$ cat src/hw/rtl/motor_command_frame_packer_macros.svh
// ----------------------------------------------------------------------------
// Motor command frame packer assertion macros
// Shared concurrent assertion forms for the packer RTL.
// ----------------------------------------------------------------------------
`ifndef MOTOR_COMMAND_FRAME_PACKER_MACROS_SVH
`define MOTOR_COMMAND_FRAME_PACKER_MACROS_SVH

// same-cycle implication
`define MCFP_ASSERT_IMP(label, clk, dis, ante, cons, msg) \
  label: assert property (@(posedge clk) disable iff (dis) (ante) |-> (cons)) \
    else $error(msg);

// next-cycle implication
`define MCFP_ASSERT_NEXT(label, clk, dis, ante, cons, msg) \
  label: assert property (@(posedge clk) disable iff (dis) (ante) |=> (cons)) \
    else $error(msg);

`endif

$ cat src/hw/rtl/mcfp_pkg.sv
// ----------------------------------------------------------------------------
// Motor command frame packer package
// Widths, lane numbering, register indexes and pipeline stage types.
// ----------------------------------------------------------------------------
package mcfp_pkg;

  localparam int POSITION_BITS = 16;
  localparam int GAIN_BITS     = 12;
  localparam int QUO_W         = (POSITION_BITS > GAIN_BITS) ? POSITION_BITS : GAIN_BITS;
  localparam int NUM_STEPS     = QUO_W;
  localparam int DATA_W        = 32;
  localparam int LIMIT_W       = 31;
  localparam int SPAN_W        = DATA_W + 1;
  localparam int DIFF_W        = SPAN_W + 1;
  localparam int NUM_W         = SPAN_W + QUO_W;
  localparam int CODE_W        = 16;
  localparam int NUM_LANES     = 5;
  localparam int BYTE_W        = 8;

  localparam int LANE_POS   = 0;
  localparam int LANE_VEL   = 1;
  localparam int LANE_STIFF = 2;
  localparam int LANE_DAMP  = 3;
  localparam int LANE_TORQ  = 4;

  typedef enum logic [2:0] {
    REG_POSITION_LIMIT = 3'd0,
    REG_VELOCITY_LIMIT = 3'd1,
    REG_TORQUE_LIMIT   = 3'd2,
    REG_STIFFNESS_LOW  = 3'd3,
    REG_STIFFNESS_HIGH = 3'd4,
    REG_DAMPING_LOW    = 3'd5,
    REG_DAMPING_HIGH   = 3'd6
  } cfg_reg_t;

  typedef logic [NUM_LANES-1:0][SPAN_W-1:0] lane_span_t;
  typedef logic [NUM_LANES-1:0][DATA_W-1:0] lane_value_t;

  typedef struct packed {
    logic [SPAN_W-1:0] rem;
    logic [QUO_W-1:0]  low;
    logic [QUO_W-1:0]  quo;
  } div_lane_t;

  typedef struct packed {
    logic                             valid;
    logic [NUM_LANES-1:0]             zero;
    logic [NUM_LANES-1:0]             full;
    div_lane_t [NUM_LANES-1:0]        lane;
  } div_stage_t;

  function automatic int unsigned lane_bits(input int unsigned lane);
    lane_bits = (lane == LANE_POS) ? POSITION_BITS : GAIN_BITS;
  endfunction

  function automatic logic [QUO_W-1:0] lane_top(input int unsigned lane);
    lane_top = QUO_W'((1 << lane_bits(lane)) - 1);
  endfunction

endpackage

$ cat src/hw/rtl/mcfp_div_cell.sv
// ----------------------------------------------------------------------------
// Motor command frame packer divider cell
// One restoring division step for all five lanes: shift in a dividend bit,
// trial-subtract the span, emit one quotient bit.
// ----------------------------------------------------------------------------
module mcfp_div_cell (
  input  logic                clk,
  input  logic                rst,
  input  mcfp_pkg::div_stage_t  up,
  input  mcfp_pkg::lane_span_t  span,
  input  logic                stall_in,
  output mcfp_pkg::div_stage_t  stage,
  output logic                stall_out
);
  import mcfp_pkg::*;

  div_stage_t                        stage_next;
  logic [NUM_LANES-1:0][SPAN_W:0]    trial;
  logic [NUM_LANES-1:0][SPAN_W:0]    diff;
  logic [NUM_LANES-1:0]              ge;

  assign stall_out = stage.valid && stall_in;

  always_comb begin
    stage_next = up;
    for (int i = 0; i < NUM_LANES; i++) begin
      trial[i] = {up.lane[i].rem, up.lane[i].low[QUO_W-1]};
      ge[i]    = trial[i] >= {1'b0, span[i]};
      diff[i]  = trial[i] - {1'b0, span[i]};
      stage_next.lane[i].rem = ge[i] ? diff[i][SPAN_W-1:0] : trial[i][SPAN_W-1:0];
      stage_next.lane[i].low = up.lane[i].low << 1;
      stage_next.lane[i].quo = {up.lane[i].quo[QUO_W-2:0], ge[i]};
    end
  end

  always_ff @(posedge clk) begin
    if (rst) stage <= '0;
    else if (!stall_out) stage <= stage_next;
  end

endmodule

$ cat config.mk
export PLATFORM = sky130hd
export DESIGN_NAME = mcfp_div_cell
export DESIGN_NICKNAME = d
export VERILOG_FILES = /design/src/hw/rtl/motor_command_frame_packer_macros.svh /design/src/hw/rtl/mcfp_pkg.sv /design/src/hw/rtl/mcfp_div_cell.sv
export SDC_FILE = /design/constraint.sdc
export NUM_CORES = 1
export LEC_CHECK = 0
export BUFFER_PORTS_ARGS = -buffer_cell sky130_fd_sc_hd__buf_4
export CORE_AREA = 5 5 324 326
export CTS_CLUSTER_SIZE = 40
export DETAILED_ROUTE_END_ITERATION = 8
export DIE_AREA = 0 0 329 331
export GPL_ROUTABILITY_DRIVEN = 0
export GPL_TIMING_DRIVEN = 0
export HOLD_SLACK_MARGIN = 0.08
export SYNTH_ARGS = -nofsm -noshare
export SYNTH_HDL_FRONTEND = slang
export SYNTH_SLANG_ARGS = --single-unit
$ cat constraint.sdc
create_clock -name clk -period 4.8 [get_ports clk]
set_clock_uncertainty 0.2 [all_clocks]
set_input_delay 0.48 -clock clk [delete_from_list [all_inputs] [get_ports clk]]
set_output_delay 0.48 -clock clk [all_outputs]
set_load 0.05 [all_outputs]
# --- Yosys cells after proc, flatten, opt, wreduce, memory -nomap -nowiden ---
# Cells that the tools add are included.
# Widths: inputs -> output; s select.
totals:
  reg_bits: 331
  latch_bits: 0
  mem_bits_rw: 0
  romBits: 0
  input_bits: 504
  output_inout_bits: 337
  wordCells: 34
  memories: 0
op_classes:
  n_addsub: 5
  mul: 0
  n_div: 0
  n_lt_le_gt_ge: 5
  eq_ne: 0
  n_shift: 0
  mux: 5
  n_bitwise: 0
  n_reduce_logical: 1
op_table:
  columns: ["cell", "n"]
  rows:
  - ["$ge 34x33->1", 5]
  - ["$mux 33", 5]
  - ["$sub 33x33->33", 5]
  - ["$logic_and 1x1->1", 1]

# --- Logic depth before layout (Yosys ltp) ---
depth:
  depth_word: 2
  ltp_mapped: 15
  mapped_depth_nobuf: 13

# --- Worst setup path after synthesis ---
# OpenSTA, ideal clock, no wires.
synth_timing:
  path_type: "input port to flip-flop"
  startpoint: "in up[96] in the netlist's numbering"
  endpoint: "reg stage[121] in the netlist's numbering"
  setup_time_ps: 91
  arrival_ps: 3107
  required_ps: 4509
  path_slack_ps: 1402
  cell_stages: 15
  path_buffers: 2
  cell_sequence: "inv_1 -> ha_1 -> inv_1 -> fa_1 -> a211oi_2 -> o21ai_0 -> a31o_2 -> a2111oi_4 -> nor2_1 -> o211ai_2 -> and2_1 -> buf_4 -> buf_6 -> nand2_1 -> a311oi_1"
synth_via:
  elab_chain_len: 2
  word_cells_on_any_way: 3
  classes_between: "add/sub (1); order compare (1); mux (1)"
synth_lines:
  columns: ["element", "line_no", "rtl"]
  rows:
  - ["start, declared", "mcfp_div_cell.sv:9", "input mcfp_pkg::div_stage_t up,"]
  - ["$sub 33x33->33 or $ge 34x33->1 (tied branches)", "mcfp_div_cell.sv:29, mcfp_div_cell.sv:28", null]
  - ["$mux 33 (*)", "mcfp_div_cell.sv:30", "stage_next.lane[i].rem = ge[i] ? diff[i][SPAN_W-1:0] : trial[i][SPAN_W-1:0];"]
  - ["end signal, assigned", "mcfp_div_cell.sv:38", "else if (!stall_out) stage <= stage_next;"]
  - ["end, declared", "mcfp_div_cell.sv:12", "output mcfp_pkg::div_stage_t stage,"]
# Every way passes the cells marked *; elsewhere a longest branch is shown, timed or not.
# A chain may end at the register's enable or synchronous reset.

# --- Worst setup path after layout ---
layout_timing:
  startpoint: "in span[33] in the netlist's numbering"
  endpoint: "reg stage[97] in the netlist's numbering"
layout_via:
  elab_chain_len: 2
  word_cells_on_any_way: 3
  classes_between: "add/sub (1); order compare (1); mux (1)"
layout_lines:
  columns: ["element", "line_no", "rtl"]
  rows:
  - ["start, declared", "mcfp_div_cell.sv:10", "input mcfp_pkg::lane_span_t span,"]
  - ["$sub 33x33->33 or $ge 34x33->1 (tied branches)", "mcfp_div_cell.sv:29, mcfp_div_cell.sv:28", null]
  - ["$mux 33 (*)", "mcfp_div_cell.sv:30", null]
# Marks and branches as above.

==> results.yml <==
sta:
  finalCritPeriodShare_pct: 96.1
  whs_ps: 143
  hold_viol: 0
  relSlewSlack_pct: 6.37
  fmax_mhz: 217
  finalCriticalPeriod_ps: 4610
  worst_slew_pin_slew_ps: 1400
  finalSetupViolCount: 0
  finalMaxSlewViolations: 0
setup_path:
  crit_path_max_fanout: 10
  slowest_stage: "dlygate4sd3_1"
  r2r_cells: 7
  critical_path_class: "input pin to register"
  setup.worst_path.start_class: "input pin"
  crit_path_end_kind: "register"
  cp_common_cell: "dlygate4sd3_1"
  cp.depth: 15
  critPathRequiredTime_ps: 5150
  cp.arrival_ps: 4960
  worst-path-buf-inv: 5
  cp_top_family: "compound AO/OA/AOI/OAI gates"
  worstPathCellList: "dlygate4sd3_1 > buf_4 > ha_1 > inv_1 > fa_1 > a211oi_2 > o21ai_0 > a31o_2 > a2111oi_4 > nor2_1 > o211ai_2 > nand2_1 > clkbuf_1 > a311oi_1 > dlygate4sd3_1"
  cp_slowest_stage_delay_ps: 580
grt:
  grt_pass1_vias: 26800
  grt-ovfl-total: 0
  grt_pass1_wl_um: 176000
  grt_util_all_layers_pct: 21.6
  grt_max_degree: 14
  antenna_found_initial: 33
logic_synthesis:
  synth_seq_cells: 331
  synth_area_um2: 22000
  postSynthCellCount: 2959
  synthArstFlopShare_pct: 0
  ys_seq_area_share_pct: 30.1
  ys_types: 91
  ys_warn_count: 0
  synth.avg_cell_area_um2: 7.44
  synthFlopType: "dfxtp_1"
  synth_edf_count: 0
die:
  die-area_um2: 109000
  row_count: 117
  die_h_um: 331
  start_util_pct: 21.7
  io_pins: 841
  die_w_um: 329
  core_um2: 101000
flow_run:
  cap_violations: 0
cells_and_area:
  layout-drive-gt1-share_pct: 23.4
  largest_reg_flops: 331
  top_register: "stage"
  top_regs: "stage: 331 flops"
  register_area_um2: 6630
  layout.nets: 4833
  area_growth_syn_to_layout_pct: 57.9
  multi_input_area_um2: 13900
  stdcell_count: 5579
  fillers: 10900
clock_tree:
  clock_latency_ps: 610
  cts_buffers: 45
  clockBufferDepth: 3
  cts_tree: "built"
  clk_pin_slew_ps: 60
  post_cts_buffers: 0
  cts.sinks: 331
  root_buffer: "clkbuf_16"
  htree_levels: 2
power:
  power_density_nw_per_um2: 319
  vdd_ir_drop_max_mv: 0.255
  finalPower_mw: 11.1
  power_leakage_nw: 16.4
placement:
  port_buffers: 829
  place_inst: 5162
  dp_hpwl_um: 101000
route:
  drt_pre_antenna_iters: 5
  totalWireLength_um: 125000
  drc_errors: 0
  drt_iter0_drc: 1791
  viasPerCell: 4.85
  vias: 27100
  ant_nets: 0
  wire_per_inst_um: 22.4
hold_path:
  min_path_cells: 3
  hold_class: "input pin to register"
status:
  status: "completed"
==> path summary, 6_finish.rpt <==
kind | slack, ps | start | end
setup / recovery | 190 | span[33] | stage[97]$_SDFFE_PP0N_
setup reg to reg | 710 | stage[335]$_SDFFE_PP0N_ | stage[254]$_SDFFE_PP0N_
hold reg to reg | 250 | stage[298]$_SDFFE_PP0N_ | stage[298]$_SDFFE_PP0N_
hold / removal | 140 | up[187] | stage[188]$_SDFFE_PP0N_
==> cells in the final DEF, fill, tap and decap left out, drive strengths merged, types with 33 or more instances in the layout <==
cell type | Yosys | layout
a211oi | 33 | 33
dlygate4sd3 | 0 | 318
xor2 | 38 | 38
o21ai | 198 | 198
inv | 208 | 212
ha | 165 | 165
a31oi | 56 | 56
dfxtp | 331 | 331
nand2 | 561 | 561
nor2 | 127 | 127
xnor2 | 82 | 82
clkbuf | 134 | 189
nor3 | 39 | 39
a21o | 94 | 94
nand3 | 43 | 43
mux2i | 48 | 48
a21oi | 388 | 388
buf | 32 | 863
==> cells in the mapped netlist (29+ instances only) <==
| master | instances | area, um2 |
|---|---|---|
| dfxtp_1 | 331 | 6630 |
| nand2_1 | 560 | 2100 |
| xnor2_1 | 82 | 718 |
| a31oi_1 | 55 | 344 |
| clkbuf_1 | 134 | 503 |
| a211oi_1 | 31 | 233 |
| inv_1 | 208 | 781 |
| o21ai_0 | 191 | 956 |
| nor2_1 | 127 | 477 |
| ha_1 | 165 | 2060 |
| xor2_1 | 38 | 333 |
| nand3_1 | 43 | 215 |
| mux2i_1 | 48 | 480 |
| a21o_1 | 94 | 706 |
| a21oi_1 | 388 | 1940 |
| nand4_1 | 29 | 181 |
| nor3_1 | 39 | 195 |
==> worst min-delay path, cell delays in order <==
cell      delay (ps)
buf_4             90
o211ai_1         180
a21oi_1          170
==> layout make-up <==
type | count | area share (%)
repair buffers | 1149 | 27.1
multi-input cells | 2256 | 40.1
flip-flops and latches | 331 | 19.1
clock inverters | 26 | 0.824
plain buffers | 166 | 2.00
inverters | 210 | 2.27
diodes | 18 | 0.130
well taps | 1368 | 4.92
clock buffers | 55 | 3.55
==> repair_timing <==
action                                 CTS  global route
endpoints found under the hold margin  316             0
setup endpoints to repair                0             2
hold buffers                           318             0
resized for setup                        0             3
==> report_power, final <==
| group | leakage (nW) | total, mW | internal [mW] | switching, mW |
|---|---|---|---|---|
| sequential | 2.76 | 3.20 | 3.03 | 0.170 |
| combinational | 12.9 | 4.32 | 1.59 | 2.73 |
| clock | 0.753 | 3.55 | 2.06 | 1.49 |
==> routing by layer <==
layer | track usage (%) | share of wire [%] | up-vias
li1 | - | - | 12900
met1 | 25.9 | 40 | 12800
met5 | 0 | 0.082 | -
met3 | 6.31 | 9.1 | 264
met4 | 7.71 | 4.1 | 16
met2 | 36.9 | 47 | 1164
==> metrics by stage <==
stage / setup TNS (ps) / setup slack [ps] / utilization (%) / area, um2
final: 0 / 187 / 34.3 / 34800
after global routing: -7.67 / -7.67 / 34.2 / 34700
after CTS: 0 / 27.5 / 34.2 / 34700
after detailed placement: 0 / 79.2 / 29.6 / 30000
after global placement: 0 / 94.6 / 29.5 / 30000
after floorplan: 0 / 1400 / - / 22000
==> kinds of logic after synthesis <==
family / synth area share, %
compound gates: 27.7
xor+xnor: 4.77
fa+ha+maj: 9.83
buf+inv: 6.73
flops: 30.1
mux: 2.34
other cells: 0.0170
simple gates: 18.5
Note: power is estimated with default switching activity, not from simulation.
