File: config.mk
export PLATFORM = sky130hd
export DESIGN_NAME = mcfp_prep
export DESIGN_NICKNAME = d
export VERILOG_FILES = /design/src/hw/rtl/motor_command_frame_packer_macros.svh /design/src/hw/rtl/mcfp_pkg.sv /design/src/hw/rtl/mcfp_prep.sv
export SDC_FILE = /design/constraint.sdc
export NUM_CORES = 1
export LEC_CHECK = 0
export BUFFER_PORTS_ARGS = -buffer_cell sky130_fd_sc_hd__buf_2
export CORE_AREA = 5 5 317 319
export DETAILED_ROUTE_END_ITERATION = 12
export DIE_AREA = 0 0 322 324
export GPL_TIMING_DRIVEN = 0
export PLACE_DENSITY = 0.59
export SETUP_SLACK_MARGIN = 0.2
export SYNTH_ARGS = -nofsm -noshare
export SYNTH_HDL_FRONTEND = slang
export SYNTH_SLANG_ARGS = --single-unit
File: constraint.sdc
create_clock -name clk -period 8.36 [get_ports clk]
set_clock_uncertainty 0.05 [all_clocks]
set_input_delay 1.672 -clock clk [delete_from_list [all_inputs] [get_ports clk]]
set_output_delay 1.672 -clock clk [all_outputs]
set_load 0.01 [all_outputs]
File: src/hw/rtl/motor_command_frame_packer_macros.svh
// ----------------------------------------------------------------------------
// Motor command frame packer assertion macros
// Shared concurrent assertion forms for the packer RTL.
// ----------------------------------------------------------------------------
`ifndef MOTOR_COMMAND_FRAME_PACKER_MACROS_SVH
`define MOTOR_COMMAND_FRAME_PACKER_MACROS_SVH

// same-cycle implication
`define MCFP_ASSERT_IMP(label, clk, dis, ante, cons, msg) \
  label: assert property (@(posedge clk) disable iff (dis) (ante) |-> (cons)) \
    else $error(msg);

// next-cycle implication
`define MCFP_ASSERT_NEXT(label, clk, dis, ante, cons, msg) \
  label: assert property (@(posedge clk) disable iff (dis) (ante) |=> (cons)) \
    else $error(msg);

`endif

File: src/hw/rtl/mcfp_pkg.sv
// ----------------------------------------------------------------------------
// Motor command frame packer package
// Widths, lane numbering, register indexes and pipeline stage types.
// ----------------------------------------------------------------------------
package mcfp_pkg;

  localparam int POSITION_BITS = 16;
  localparam int GAIN_BITS     = 12;
  localparam int QUO_W         = (POSITION_BITS > GAIN_BITS) ? POSITION_BITS : GAIN_BITS;
  localparam int NUM_STEPS     = QUO_W;
  localparam int DATA_W        = 32;
  localparam int LIMIT_W       = 31;
  localparam int SPAN_W        = DATA_W + 1;
  localparam int DIFF_W        = SPAN_W + 1;
  localparam int NUM_W         = SPAN_W + QUO_W;
  localparam int CODE_W        = 16;
  localparam int NUM_LANES     = 5;
  localparam int BYTE_W        = 8;

  localparam int LANE_POS   = 0;
  localparam int LANE_VEL   = 1;
  localparam int LANE_STIFF = 2;
  localparam int LANE_DAMP  = 3;
  localparam int LANE_TORQ  = 4;

  typedef enum logic [2:0] {
    REG_POSITION_LIMIT = 3'd0,
    REG_VELOCITY_LIMIT = 3'd1,
    REG_TORQUE_LIMIT   = 3'd2,
    REG_STIFFNESS_LOW  = 3'd3,
    REG_STIFFNESS_HIGH = 3'd4,
    REG_DAMPING_LOW    = 3'd5,
    REG_DAMPING_HIGH   = 3'd6
  } cfg_reg_t;

  typedef logic [NUM_LANES-1:0][SPAN_W-1:0] lane_span_t;
  typedef logic [NUM_LANES-1:0][DATA_W-1:0] lane_value_t;

  typedef struct packed {
    logic [SPAN_W-1:0] rem;
    logic [QUO_W-1:0]  low;
    logic [QUO_W-1:0]  quo;
  } div_lane_t;

  typedef struct packed {
    logic                             valid;
    logic [NUM_LANES-1:0]             zero;
    logic [NUM_LANES-1:0]             full;
    div_lane_t [NUM_LANES-1:0]        lane;
  } div_stage_t;

  function automatic int unsigned lane_bits(input int unsigned lane);
    lane_bits = (lane == LANE_POS) ? POSITION_BITS : GAIN_BITS;
  endfunction

  function automatic logic [QUO_W-1:0] lane_top(input int unsigned lane);
    lane_top = QUO_W'((1 << lane_bits(lane)) - 1);
  endfunction

endpackage

File: src/hw/rtl/mcfp_prep.sv
// ----------------------------------------------------------------------------
// Motor command frame packer input stage
// Offsets each value by its range floor, flags below/above range and forms
// the scaled dividend offset * (2^bits - 1) for the divider chain.
// ----------------------------------------------------------------------------
module mcfp_prep (
  input  logic                clk,
  input  logic                rst,
  input  logic                cmd_valid,
  input  mcfp_pkg::lane_value_t value,
  input  mcfp_pkg::lane_span_t  lo,
  input  mcfp_pkg::lane_span_t  span,
  input  logic                stall_in,
  output mcfp_pkg::div_stage_t  stage,
  output logic                stall_out
);
  import mcfp_pkg::*;

  div_stage_t                          stage_next;
  logic [NUM_LANES-1:0][DIFF_W-1:0]    diff;
  logic [NUM_LANES-1:0][NUM_W-1:0]     d_wide;
  logic [NUM_LANES-1:0][NUM_W-1:0]     num;

  assign stall_out = stage.valid && stall_in;

  always_comb begin
    stage_next       = '0;
    stage_next.valid = cmd_valid;
    for (int i = 0; i < NUM_LANES; i++) begin
      diff[i] = {{(DIFF_W-DATA_W){value[i][DATA_W-1]}}, value[i]} -
                {lo[i][SPAN_W-1], lo[i]};
      stage_next.zero[i] = span[i][SPAN_W-1] || (span[i] == '0) ||
                           diff[i][DIFF_W-1] || (diff[i] == '0);
      stage_next.full[i] = !stage_next.zero[i] && (diff[i] >= {1'b0, span[i]});
      d_wide[i] = {{QUO_W{1'b0}}, diff[i][SPAN_W-1:0]};
      num[i]    = (d_wide[i] << lane_bits(i)) - d_wide[i];
      stage_next.lane[i].rem = num[i][NUM_W-1:QUO_W];
      stage_next.lane[i].low = num[i][QUO_W-1:0];
      stage_next.lane[i].quo = '0;
    end
  end

  always_ff @(posedge clk) begin
    if (rst) stage <= '0;
    else if (!stall_out) stage <= stage_next;
  end

endmodule

=== After elaboration in Yosys (flattened, before gate mapping) ===
Index checks and enable logic that the tools add are counted.

* Register bits: 256
* Bits of input ports: 494
* Output and inout bits: 337
* Logic and storage cells: 64

* Add/sub/neg operators: 10
* Reduce and logical (&&, ||, !) cells: 36
* Magnitude comparators: 5

{| class="wikitable"
|+ Operator list
! cell !! count
|-
| $sub A45 B33 Y46 || 4
|-
| $ge A34 B33 Y1 || 5
|-
| $logic_not A34 Y1 || 5
|-
| $sub A32 B33 Y34 || 5
|-
| $logic_not A33 Y1 || 5
|-
| $sub A49 B33 Y49 || 1
|-
| $logic_or A1 B1 Y1 || 15
|-
| $logic_and A1 B1 Y1 || 6
|-
| $logic_not A1 Y1 || 5
|}

=== Logic depth before layout (Yosys ltp) ===
* Word-level depth: 6
* Gate-level depth with buffers: 27
* Gate-level depth less buffers: 26

=== Least setup slack after synthesis ===
Ideal clock, no wire load.

* Kind: input-to-reg
* From: input port value[64] (netlist name)
* To: register stage[186] (netlist name)
* Required time: 8.178 ns
* Setup time: 0.132 ns
* Slack: 1.550 ns
* Arrival time: 6.628 ns
* Path buffers: 2
* Stages: 24
* Cells stage by stage: inv_1 -> ha_1 -> fa_1 -> nand2b_1 -> a21oi_2 -> o21a_1 -> o21bai_1 -> and4_1 -> buf_6 -> or3_4 -> a2111oi_0 -> a211oi_1 -> ha_1 -> and3_1 -> clkbuf_1 -> a311oi_1 -> o21ai_0 -> a2111oi_1 -> a22oi_1 -> nor2_1 -> a21oi_2 -> a2111oi_1 -> xnor2_1 -> a21oi_1

* Word-level cells in the longest chain between the ends: 2

{| class="wikitable"
|+ RTL lines
! element !! line !! text
|-
| start: declaration || mcfp_prep.sv:10 || <nowiki>input mcfp_pkg::lane_value_t value,</nowiki>
|-
| $sub A32 B33 Y34 || mcfp_prep.sv:30 || <nowiki>diff[i] = {{(DIFF_W-DATA_W){value[i][DATA_W-1]}}, value[i]} -</nowiki>
|-
| $sub A45 B33 Y46 || mcfp_prep.sv:36 || <nowiki>num[i] = (d_wide[i] << lane_bits(i)) - d_wide[i];</nowiki>
|-
| end signal: assignment || mcfp_prep.sv:45 || <nowiki>else if (!stall_out) stage <= stage_next;</nowiki>
|-
| end: declaration || mcfp_prep.sv:14 || <nowiki>output mcfp_pkg::div_stage_t stage,</nowiki>
|}

Every way passes these cells.
A chain may end at the register's enable or synchronous reset.

=== Worst setup path in the final report ===
* From: input port value[64] (netlist name)
* To: register stage[180] (netlist name)

The elaborated chain is that of the path after synthesis.

==> metrics.cfg <==
[timing]
timing.final.crit_share = 0.911
hold_viol_final = 0
grt_setup_unrepaired = no
max_slew_margin = 0.0332
final_max_slew_viol_count = 0
achievable-frequency_mhz = 131
min_cycle_time_layout_ps = 7610
worstMarginPinSlew_ps = 1450
final_total_negative_setup_slack_ps = 0
setup_violations = 0
setup_ws_ps = 746

[finish]
finalInstanceArea_mm2 = 0.0393
multi_input_logic_area_mm2 = 0.0245
mostFrequentLayoutCell = sky130_fd_sc_hd__buf_2
post_layout_nonfiller_instances = 6720
post_layout_utilization_of_the_core = 0.403
nNetsFinal = 6298
post_route_cells_drive_above_1_share = 0.189
ff_latch_area_mm2 = 0.00488
largest_register_ff_count = 244
area_delta_synth_final_pct = 21.6
most-common-layout-cells = sky130_fd_sc_hd__buf_2, sky130_fd_sc_hd__inv_1, sky130_fd_sc_hd__nand2_1, sky130_fd_sc_hd__ha_1, sky130_fd_sc_hd__a21oi_1
largest_registers = stage x244
n_fill_cell = 10600
regMostFlops = stage

[placement]
post-place-cells = 6652
weighted_congestion_at_the_end_of_routability_driven_global_placement = 0.952
dp.final_hpwl_um = 129000
placement.io_buffers = 750
placed_area_mm2 = 0.0380
pre_cts_slack_ps = 179

[die]
die_w_um = 322
initial_utilization = 0.331
die_h_um = 324
die_footprint_mm2 = 0.104
num_rows = 115
num_io_pins = 831
design.core.area_mm2 = 0.0976

[clock_network]
ctsHtreeMaxLevel = 2
clock_root_buffer = sky130_fd_sc_hd__clkbuf_16
cts.hold.buffers_added = 0
tritoncts.num_buffers = 35
cts_tree = built
worst_setup_hold_path_clk_slew_ps = 60
insertion_delay_ps = 520
cts_resized = 0
post_cts_buffers = 0
cts_sinks = 244
clock_tree_buffer_depth = 3

[synthesis]
synthTopCellsByArea = sky130_fd_sc_hd__ha_1, sky130_fd_sc_hd__dfxtp_1, sky130_fd_sc_hd__inv_1
syn-mean-instance-area_um2 = 7.13
area_share_of_the_leading_cell_type_in_the_synthesized_netlist = 0.154
synth.cell_area_mm2 = 0.0323
ys_seq_area_frac = 0.151
seq_cells_post_synth = 244
synth.largest_area_cell = sky130_fd_sc_hd__ha_1
synth_enable_flop_cells = 0
synthesis.instances = 4533
synth-warning-count = 0
synth.distinct_cells = 119
synth-main-ff-cell = sky130_fd_sc_hd__dfxtp_1
post_synth_arst_share = 0

[grt]
grt_pass1_vias = 34500
antenna_found_initial = 11
grt_max_degree = 14
grt_overflow_total = 0
globalRouteTotalUtil = 0.271
first_pass_grt_wire_length_um = 217000

[drt]
wl_um = 152000
detail_route.drc_violations = 0
vias = 36300
drt_pass1_iterations = 6
routed_via_density = 5.41
starting_drt_drc_count = 2491
routed_wirelength_normalized_by_instance_count_um = 22.6
antenna_left = 0

[min_path]
hp-start = stage[189]
worstHoldPathType = flop to flop

[job]
max_cap_viol_count = 0

[outcome]
outcome = completed

[worst_setup_path]
worstPathRequired_ps = 8790
regToRegStartpoint = stage[335]
timing_worst_setup_path_type = input pin to flop
cp_data_arrival_time_ps = 8040
setup.worst_path.end = stage[180]
setup.reg_to_reg.worst_slack_ps = 4430
critical_path.endpoint_type = flop
worst_setup_path_start_kind = input pin
critical_path_peak_fanout = 7
cp-startpoint = value[64]
timing.reg2reg.worst_path_depth = 7
critical_path.reg2reg.endpoint = stage[279]

[pwr]
static-leakage-power_nw = 19.5
largest_voltage_drop_on_the_vdd_net_mv = 0.120
power_density_over_the_cells_mw_per_mm2 = 218

layout make-up:
class	instances	share of cell area
Antenna cell	6	0.000382
Buffer	239	0.0323
Clock buffer	44	0.0255
Clock inverter	18	0.00672
Inverter	539	0.0515
Multi-Input combinational cell	3590	0.622
Sequential cell	244	0.124
Tap cell	1287	0.0410
Timing Repair Buffer	753	0.0962
critical path, cell delays in order:
cell	delay [ps]
sky130_fd_sc_hd__buf_2	80
sky130_fd_sc_hd__inv_1	30
sky130_fd_sc_hd__ha_1	220
sky130_fd_sc_hd__fa_1	430
sky130_fd_sc_hd__nand2b_1	210
sky130_fd_sc_hd__a21oi_2	220
sky130_fd_sc_hd__o21a_1	200
sky130_fd_sc_hd__o21bai_1	140
sky130_fd_sc_hd__and4_1	240
sky130_fd_sc_hd__buf_6	130
sky130_fd_sc_hd__or3_4	420
sky130_fd_sc_hd__a21o_1	170
sky130_fd_sc_hd__a211oi_1	700
sky130_fd_sc_hd__ha_1	420
sky130_fd_sc_hd__and3_1	180
sky130_fd_sc_hd__clkbuf_1	190
sky130_fd_sc_hd__a311oi_1	380
sky130_fd_sc_hd__o21ai_0	150
sky130_fd_sc_hd__a2111oi_1	400
sky130_fd_sc_hd__a22oi_1	210
sky130_fd_sc_hd__a21oi_1	290
sky130_fd_sc_hd__o2111ai_1	150
sky130_fd_sc_hd__xnor2_1	580
sky130_fd_sc_hd__a22o_1	210
through the flow:
step,power [mW],hold WS [ps]
floorplan,5.01,420
global placement,6.82,379
detailed placement,6.84,387
CTS,8.55,396
global route,9.14,410
finish,8.55,392
how the worst min path moves through the flow:
stage,endpoint,slack [ps],cells after the start
CTS,stage[119],400,2
global route,stage[248],410,2
detailed placement,stage[246],390,2
global placement,stage[169],380,2
finish,stage[189],390,2
floorplan,stage[123],420,2
layer usage:
metal | track usage | up-vias | routed length [um]
met1 | 0.348 | 17000 | 65200
met3 | 0.0471 | 173 | 10700
met4 | 0.0625 | 2 | 3790
li1 | - | 17800 | -
met2 | 0.476 | 1305 | 72100
met5 | 0 | - | 11
Yosys cell counts, types with 12 or more instances:
cell type and number:
sky130_fd_sc_hd__a2111oi_0 16, sky130_fd_sc_hd__a21oi_1 379, sky130_fd_sc_hd__nand2b_1 51, sky130_fd_sc_hd__o211ai_1 40
sky130_fd_sc_hd__nor3b_1 12, sky130_fd_sc_hd__nor2b_1 51, sky130_fd_sc_hd__o21ai_1 69, sky130_fd_sc_hd__and4_1 17
sky130_fd_sc_hd__or2_2 21, sky130_fd_sc_hd__clkbuf_1 123, sky130_fd_sc_hd__a31oi_1 46, sky130_fd_sc_hd__buf_4 94
sky130_fd_sc_hd__nor2_1 306, sky130_fd_sc_hd__a31o_2 12, sky130_fd_sc_hd__dfxtp_1 244, sky130_fd_sc_hd__o21a_1 48
sky130_fd_sc_hd__o21bai_1 22, sky130_fd_sc_hd__o31a_1 15, sky130_fd_sc_hd__inv_1 525, sky130_fd_sc_hd__nand4_1 74
sky130_fd_sc_hd__nor4_1 75, sky130_fd_sc_hd__nand2_1 440, sky130_fd_sc_hd__o2111ai_1 26, sky130_fd_sc_hd__nor3_1 84
sky130_fd_sc_hd__o21ai_0 190, sky130_fd_sc_hd__xnor2_1 202, sky130_fd_sc_hd__nand3_1 99, sky130_fd_sc_hd__ha_1 397
sky130_fd_sc_hd__and3_1 39, sky130_fd_sc_hd__inv_2 12, sky130_fd_sc_hd__a211oi_1 98, sky130_fd_sc_hd__a21o_1 147
sky130_fd_sc_hd__nand3b_1 18, sky130_fd_sc_hd__and2_1 43, sky130_fd_sc_hd__a221oi_1 21, sky130_fd_sc_hd__o31ai_1 34
sky130_fd_sc_hd__or3_1 48, sky130_fd_sc_hd__buf_1 12, sky130_fd_sc_hd__a211o_1 18, sky130_fd_sc_hd__xor2_1 84
sky130_fd_sc_hd__maj3_1 18
report_power, final:
part | total, mW | switching [mW] | internal [mW]
logic | 5.22 | 3.27 | 1.94
clock network | 1.65 | 0.613 | 1.04
registers | 1.68 | 0.205 | 1.48
cell families after synthesis:
family | count (synthesis) | share of synthesized area
AO/OA/AOI/OAI | 1353 | 0.281
XOR/XNOR | 290 | 0.0797
adder cells (fa/ha/maj) | 421 | 0.163
buffers and inverters | 778 | 0.102
flip-flops | 244 | 0.151
multiplexers | 13 | 0.00418
other | 1 | 0.000116
AND/OR/NAND/NOR | 1433 | 0.219
(Power assumes the default switching activity.)
